$ cat src/design/bstt_pkg.sv
// Package for the best-score tie table: action codes, state enum, command/status structs.
// No dependencies.
package bstt_pkg;

    localparam int ID_W    = 10;
    localparam int SCORE_W = 16;
    localparam int ACT_W   = 3;

    typedef enum logic [ACT_W-1:0] {
        ACT_INSTALLED = 3'd0,
        ACT_REPLACED  = 3'd1,
        ACT_TIE_ADDED = 3'd2,
        ACT_TIE_DUP   = 3'd3,
        ACT_KEPT      = 3'd4,
        ACT_FULL      = 3'd5
    } action_t;

    typedef enum logic [3:0] {
        ST_CLEAR,
        ST_IDLE,
        ST_HDR_RD,
        ST_HDR_WAIT,
        ST_DECIDE,
        ST_SCAN_RD,
        ST_SCAN_CHK,
        ST_SHIFT_RD,
        ST_SHIFT_WR,
        ST_INSERT,
        ST_INSTALL,
        ST_NEXT,
        ST_RD_WAIT,
        ST_RD_DONE,
        ST_OUT
    } state_t;

    // controller -> datapath
    typedef struct packed {
        logic clr_wr;      // clear one header entry after reset
        logic load;        // capture input item
        logic hdr_rd;      // read entry header
        logic use_tgt;     // second pass (target entry)
        logic decide;      // latch comparison
        logic tie_rd;      // read tie slot at idx
        logic idx_clr;     // idx <= 0
        logic idx_inc;     // idx <= idx + 1
        logic idx_load_n;  // idx <= count (shift start)
        logic idx_dec;     // idx <= idx - 1
        logic shift_wr;    // write slot idx with data read from idx-1
        logic ins_wr;      // write partner at idx, count+1
        logic inst_wr;     // write new header and list slot idx
        logic set_act;     // record action for current pass
        logic [ACT_W-1:0] act;
        logic read_rd;     // read-op tie slot fetch
        logic read_cap;    // capture read result
        logic out_load;    // load output register
    } cmd_t;

    // datapath -> controller
    typedef struct packed {
        logic clr_last;    // clearing pass at last entry
        logic is_read;
        logic key_ok;      // key in range
        logic valid;       // entry valid
        logic cmp_lt;      // stored < incoming
        logic cmp_eq;
        logic idx_lt_n;    // idx < count
        logic tie_lt;      // stored tie < partner
        logic tie_eq;
        logic full;        // count >= max
        logic idx_gt_pos;  // idx > insert position
        logic idx_lt_len;  // idx + 1 < list length (install)
        logic out_busy;    // output register holds an item under out_stall
    } stat_t;

endpackage

$ cat src/design/bstt_ctrl.sv
// Controller state machine of the best-score tie table.
// Depends on bstt_pkg.
module bstt_ctrl import bstt_pkg::*; (
    input  logic  clk,
    input  logic  rst_n,
    input  logic  in_valid,
    output logic  in_stall,
    input  stat_t st,
    output cmd_t  cmd
);
    state_t state_reg, state_next;
    logic   pass_reg, pass_next;   // 0 query, 1 target

    always_ff @(posedge clk or negedge rst_n)
    begin
        if (!rst_n)
        begin
            state_reg <= ST_CLEAR;
            pass_reg  <= 1'b0;
        end
        else
        begin
            state_reg <= state_next;
            pass_reg  <= pass_next;
        end
    end

    always_comb
    begin
        state_next = state_reg;
        pass_next  = pass_reg;
        case (state_reg)
            ST_CLEAR:    state_next = st.clr_last ? ST_IDLE : ST_CLEAR;
            ST_IDLE:
            begin
                if (in_valid)
                begin
                    pass_next  = 1'b0;
                    state_next = ST_HDR_RD;
                end
            end
            ST_HDR_RD:   state_next = ST_HDR_WAIT;
            ST_HDR_WAIT: state_next = st.is_read ? ST_RD_WAIT : ST_DECIDE;
            ST_DECIDE:
            begin
                if (!st.key_ok || (st.valid && !st.cmp_lt && !st.cmp_eq))
                    state_next = ST_NEXT;
                else if (!st.valid || st.cmp_lt)
                    state_next = ST_INSTALL;
                else
                    state_next = ST_SCAN_RD;
            end
            ST_SCAN_RD:  state_next = st.idx_lt_n ? ST_SCAN_CHK : ST_SHIFT_RD;
            ST_SCAN_CHK:
            begin
                if (st.tie_lt)
                    state_next = ST_SCAN_RD;
                else if (st.tie_eq)
                    state_next = ST_NEXT;
                else
                    state_next = ST_SHIFT_RD;
            end
            ST_SHIFT_RD:
            begin
                if (st.full)
                    state_next = ST_NEXT;
                else if (st.idx_gt_pos)
                    state_next = ST_SHIFT_WR;
                else
                    state_next = ST_INSERT;
            end
            ST_SHIFT_WR: state_next = ST_SHIFT_RD;
            ST_INSERT:   state_next = ST_NEXT;
            ST_INSTALL:  state_next = st.idx_lt_len ? ST_INSTALL : ST_NEXT;
            ST_NEXT:
            begin
                if (!pass_reg)
                begin
                    pass_next  = 1'b1;
                    state_next = ST_HDR_RD;
                end
                else
                begin
                    state_next = ST_OUT;
                end
            end
            ST_RD_WAIT:  state_next = ST_RD_DONE;
            ST_RD_DONE:  state_next = ST_OUT;
            ST_OUT:      state_next = st.out_busy ? ST_OUT : ST_IDLE;
            default:     state_next = ST_IDLE;
        endcase
    end

    always_comb
    begin
        cmd         = '0;
        cmd.use_tgt = pass_reg;
        cmd.act     = ACT_KEPT;
        in_stall    = (state_reg != ST_IDLE);
        case (state_reg)
            ST_CLEAR:
            begin
                cmd.clr_wr = 1'b1;
            end
            ST_IDLE:
            begin
                cmd.load = in_valid;
            end
            ST_HDR_RD:
            begin
                cmd.hdr_rd  = 1'b1;
                cmd.idx_clr = 1'b1;
            end
            ST_DECIDE:
            begin
                cmd.decide = 1'b1;
                if (!st.key_ok || (st.valid && !st.cmp_lt && !st.cmp_eq))
                begin
                    cmd.set_act = 1'b1;
                    cmd.act     = ACT_KEPT;
                end
                else if (!st.valid || st.cmp_lt)
                begin
                    cmd.set_act = 1'b1;
                    cmd.act     = st.valid ? ACT_REPLACED : ACT_INSTALLED;
                end
                else
                begin
                    cmd.tie_rd = 1'b1;
                end
            end
            ST_SCAN_RD:
            begin
                if (!st.idx_lt_n)
                begin
                    cmd.idx_load_n = 1'b1;
                end
            end
            ST_SCAN_CHK:
            begin
                if (st.tie_lt)
                begin
                    cmd.idx_inc = 1'b1;
                    cmd.tie_rd  = 1'b1;
                end
                else if (st.tie_eq)
                begin
                    cmd.set_act = 1'b1;
                    cmd.act     = ACT_TIE_DUP;
                end
                else
                begin
                    cmd.idx_load_n = 1'b1;
                end
            end
            ST_SHIFT_RD:
            begin
                if (st.full)
                begin
                    cmd.set_act = 1'b1;
                    cmd.act     = ACT_FULL;
                end
                else if (st.idx_gt_pos)
                begin
                    cmd.tie_rd = 1'b1;
                end
            end
            ST_SHIFT_WR:
            begin
                cmd.shift_wr = 1'b1;
                cmd.idx_dec  = 1'b1;
            end
            ST_INSERT:
            begin
                cmd.ins_wr  = 1'b1;
                cmd.set_act = 1'b1;
                cmd.act     = ACT_TIE_ADDED;
            end
            ST_INSTALL:
            begin
                cmd.inst_wr = 1'b1;
                cmd.idx_inc = 1'b1;
            end
            ST_HDR_WAIT:
            begin
                cmd.read_rd = st.is_read;
            end
            ST_RD_WAIT:
            begin
                cmd.read_rd = 1'b1;   // keep the slot address for the capture
            end
            ST_RD_DONE:
            begin
                cmd.read_cap = 1'b1;
            end
            ST_OUT:
            begin
                cmd.out_load = !st.out_busy;
            end
            default:
            begin
                cmd.act = ACT_KEPT;
            end
        endcase
    end
endmodule

$ cat config.mk
export PLATFORM = sky130hd
export DESIGN_NAME = bstt_ctrl
export DESIGN_NICKNAME = d
export VERILOG_FILES = /design/src/design/bstt_pkg.sv /design/src/design/bstt_ctrl.sv
export SDC_FILE = /design/constraint.sdc
export NUM_CORES = 1
export LEC_CHECK = 0
export ABC_AREA = 0
export BUFFER_PORTS_ARGS = -buffer_cell sky130_fd_sc_hd__buf_2
export CAP_MARGIN = 10
export CORE_MARGIN = 1
export CORE_UTILIZATION = 44
export CTS_CLUSTER_DIAMETER = 80
export CTS_CLUSTER_SIZE = 24
export DETAILED_ROUTE_END_ITERATION = 7
export PLACE_DENSITY = 0.78
export SLEW_MARGIN = 30
export SYNTH_ARGS = -nofsm -noshare
export SYNTH_HDL_FRONTEND = slang
export SYNTH_SLANG_ARGS = --single-unit
$ cat constraint.sdc
create_clock -name clk -period 2 [get_ports clk]
set_clock_uncertainty 0.1 [all_clocks]
set_input_delay 0 -clock clk [delete_from_list [all_inputs] [get_ports clk]]
set_output_delay 0 -clock clk [all_outputs]
set_load 0.005 [all_outputs]
After elaboration in Yosys (flattened, before gate mapping):

Index checks and enable logic that the tools add are counted.

* bits in registers: 5
* bits in latches: 0
* bits in writable memories: 0
* ROM bits: 0
* output and inout port bits: 21
* word-level logic and storage cells: 75
* memories kept: 0

* $add $sub $neg: 0
* $mul: 0
* div/mod/pow operators: 0
* magnitude comparators: 0
* equal/unequal tests: 16
* shift-type cells: 0
* multiplexer cells: 45
* bitwise logic cells: 0
* reduce and logical (&&, ||, !) cells: 12

Operators with widths (number)
* case mux 4 bit (15 select lines): 1
* two-way mux 4 bit: 13
* == test 4 bit (second input constant): 7
* two-way mux 1 bit: 22
* == test 4 x 3 -> 1 bit (second input constant): 4
* case mux 3 bit (4 select lines): 1
* == test 4 x 2 -> 1 bit (second input constant): 2
* case mux 1 bit (2 select lines): 4
* zero test 1 bit: 5
* == test 4 x 1 -> 1 bit (second input constant): 1
* zero test 4 bit: 1
* two-way mux 2 bit: 2
* != test 4 x 1 -> 1 bit (second input constant): 1
* case mux 1 bit (4 select lines): 1
* case mux 1 bit (3 select lines): 1
* logical AND 1 bit: 2
* logical OR 1 bit: 2
* != test 2 bit (second input constant): 1
* AND reduction 2 bit: 1
* nonzero test 2 bit: 1

Logic depth before layout (Yosys ltp):

* depth after elaboration: 6
* mapped depth: 6
* depth with buffers taken out: 4

Worst setup path after synthesis:

Ideal clock, no wire load.

* path kind: reg-to-reg
* start: register state_reg[0]
* end: register state_reg[1]
* library setup time: 0.123 ns
* data arrival time: 1.194 ns
* required time: 1.777 ns
* path slack: 0.583 ns
* stages on the path, launching flop included: 6
* buffers on the path: 1
* period minus slack after synthesis: 1.417 ns
* cell sequence: dfrtp_1 -> or2_1 -> clkbuf_2 -> o22ai_1 -> nor3_1 -> o221a_1

* longest elaborated chain between the ends: 2
* elaborated cells between the ends (all ways): 17
* those cells by class: 15 x eq/ne; 1 x mux; 1 x reduce/logical

Ends and longest elaborated chain
* from (decl): RTL line bstt_ctrl.sv:11 `state_t state_reg, state_next;`
* from (signal assigned): RTL line bstt_ctrl.sv:23 `state_reg <= state_next;`
* == test 4 bit (tied with other cells): RTL line bstt_ctrl.sv:32 `case (state_reg)`
* case mux 4 bit (15 select lines) or != test 2 bit (tied branches)

Parallel ways exist; a longest one is shown, timed or not.
A chain may end at the register's enable or synchronous reset.

==> flow_summary.json <==
{
  "worst-slew-pin-transition_ns": 0.3562,
  "largest_reg_flops": 4,
  "die_w_um": 42.09,
  "vias": 1002,
  "power-per-cell-area_mw_per_mm2": 1471,
  "top_usage_layer": "met2",
  "clk_pin_slew_ns": 0.06,
  "synth-seq-cells": 5,
  "die_y_um": 42.09,
  "cap_violations": 0,
  "drc": 0,
  "cts_sinks": 5,
  "antenna_found_initial": 0,
  "slew_viol_final": 0,
  "min_path_type": "in -> reg",
  "first_pass_iters": 4,
  "setup_viol_count_final": 0,
  "root_buffer": "clkbuf_4",
  "yosysSeqAreaShare": 0.1770,
  "fillers": 139,
  "synth_nets": 121,
  "drt-initial-drc-count": 65,
  "reg2reg_setup_slack_ns": 0.36,
  "dominantRegCellSynth": "dfrtp_1",
  "yosys.area.top_type_share": 0.1770,
  "met1_usage": 0.3520,
  "min_to": "state_reg[0]",
  "slew_headroom": 0.7625,
  "wl_per_cell_um": 14.52,
  "row_count": 14,
  "post-route-period-util": 0.9366,
  "worstPathRequired_ns": 1.90,
  "diodes": 0,
  "cts_setup_buffers": 0,
  "critical_path.max_fanout": 12,
  "netlist_instances": 105,
  "drive_gt1_frac": 0.3099,
  "reg2reg_from": "state_reg[0]",
  "detail-route-antenna-nets": 0,
  "synth_area_um2": 706.9,
  "rsz0062_at_grt": "no",
  "clk_latency_ns": 0.26,
  "cts_tree": "done",
  "yosysWarnings": 0,
  "final_cells": 158,
  "synth_area_per_cell_um2": 6.733,
  "synth_area_leaders": "dfrtp_1 (18%), nor2_1 (9.0%), nand2b_1 (5.3%)",
  "grtUsageTotal": 0.2659,
  "gp_congestion": 0.9383,
  "end_kind": "primary output",
  "pre_cts_ws_ns": 0.3011,
  "hold_path_depth": 4,
  "tns_ns": 0,
  "status": "completed",
  "die_area_mm2": 0.001771,
  "grt_pass1_vias": 805,
  "cts_max_level": 1,
  "synth_common_cells": "nor2_1 (17), nand2_1 (8), inv_1 (7)",
  "cts_made_buffers": 3,
  "routed_wl_um": 2294,
  "place_inst": 151,
  "port_buffers": 36,
  "peakVddDrop_uv": 780.8,
  "coreArea_mm2": 0.001506,
  "ys_async_sr_fraction": 1.000,
  "synth_top_area_cell": "dfrtp_1",
  "fin_ws_ns": 0.1267,
  "grt_pass1_wl_um": 3636,
  "r2r-end": "state_reg[1]",
  "clock_tree.buffer_depth": 2,
  "min_from": "st[10]",
  "synth-edff-count": 0,
  "nNetsFinal": 159,
  "final.min_clock_period_ns": 1.873,
  "start_util": 0.4693,
  "r2r_cells": 4,
  "arrival_ns": 1.77,
  "grt_max_degree": 17,
  "yosys.cell_types.count": 39,
  "finalHoldViolations": 0,
  "critPathLaunchType": "flop",
  "grt-ovfl-total": 0,
  "fmax_mhz": 533.8,
  "dp_hpwl_um": 1704,
  "leakage_uw": 0.0004880,
  "grt_use_met3": 0.04741,
  "pin_count": 37,
  "syn_to_final_growth_pct": 32.21,
  "vias_per_cell": 6.342,
  "use_met2": 0.4094,
  "path_class": "reg -> out",
  "synth_most_common_cell": "nor2_1"
}
[cells in the final DEF (no fill, tap or decap), types with 3 or more instances in the layout]
master / count
nand2b_1: 6
buf_4: 4
nor2_1: 17
inv_1: 7
clkbuf_4: 3
nand2_1: 8
dfrtp_1: 4
o21ai_0: 5
a21oi_1: 6
dlygate4sd3_1: 3
buf_2: 36
nor3_1: 4
nand4_1: 3
[how the worst max path moves through the flow]
stage                             from            to  slack [ns]  cells after the start
after floorplan           state_reg[0]  state_reg[1]        0.58                      5
after global placement    state_reg[1]  state_reg[1]        0.42                      4
after detailed placement  state_reg[1]  state_reg[1]        0.30                      4
after CTS                 state_reg[1]        cmd[6]        0.05                      5
after global routing      state_reg[0]        cmd[5]        0.08                      5
final                     state_reg[0]        cmd[5]        0.13                      5
[power breakdown]
group	total (uW)	switching (uW)	internal, uW
sequential	275	119	155
combinational	965	528	437
clock	135	58.7	76.6
[per-stage QoR]
stage / util / instance area (um2) / total power, uW / hold slack (ns)
floorplan: - / 706.9 / 951.0 / -0.3956
global placement: 0.5822 / 877.1 / 1183 / -0.2812
detailed placement: 0.5822 / 877.1 / 1214 / -0.2729
CTS: 0.6196 / 933.4 / 1345 / 0.01874
global route: 0.6204 / 934.6 / 1486 / 0.02759
finish: 0.6204 / 934.6 / 1375 / 0.01030
[critical path, stage by stage, from the launching register on]
cell and delay [ns]:
dfrtp_1 0.49, or2_1 0.38, nor2_1 0.29, nand2_1 0.12
o21ai_0 0.09, buf_2 0.14
[layer usage]
layer  part of all wire  routed length [um]
met4              0.017                  40
met2               0.47                1083
met5                  0                   0
met1               0.39                 891
met3               0.12                 280
[cell type report]
type | instances | area, um2 | area share
sequential | 5 | 126.4 | 0.1352
tap | 16 | 20.02 | 0.02142
clock buffer | 4 | 26.28 | 0.02811
multi-input combinational | 83 | 495.5 | 0.5301
inverter | 7 | 26.28 | 0.02811
timing repair buffer | 43 | 240.2 | 0.2570
[cell families (layout without fill, tap and decap cells)]
| logic type | Yosys count | in the layout | share of synthesized area |
|---|---|---|---|
| and+or+nand+nor | 49 | 49 | 0.3487 |
| AOI/OAI and AO/OA | 31 | 31 | 0.3115 |
| buffers and inverters | 17 | 54 | 0.1221 |
| DFF | 5 | 5 | 0.1770 |
| muxes | 2 | 2 | 0.02832 |
| xor gates and xnor gates | 1 | 1 | 0.01239 |
[timing repair]
action | in CTS | in global routing
endpoints found under the setup margin | 0 | 2
hold buffers | 3 | 0
hold endpoints to repair | 5 | 0
gates resized for setup | 0 | 1
(Power assumes the default switching activity.)
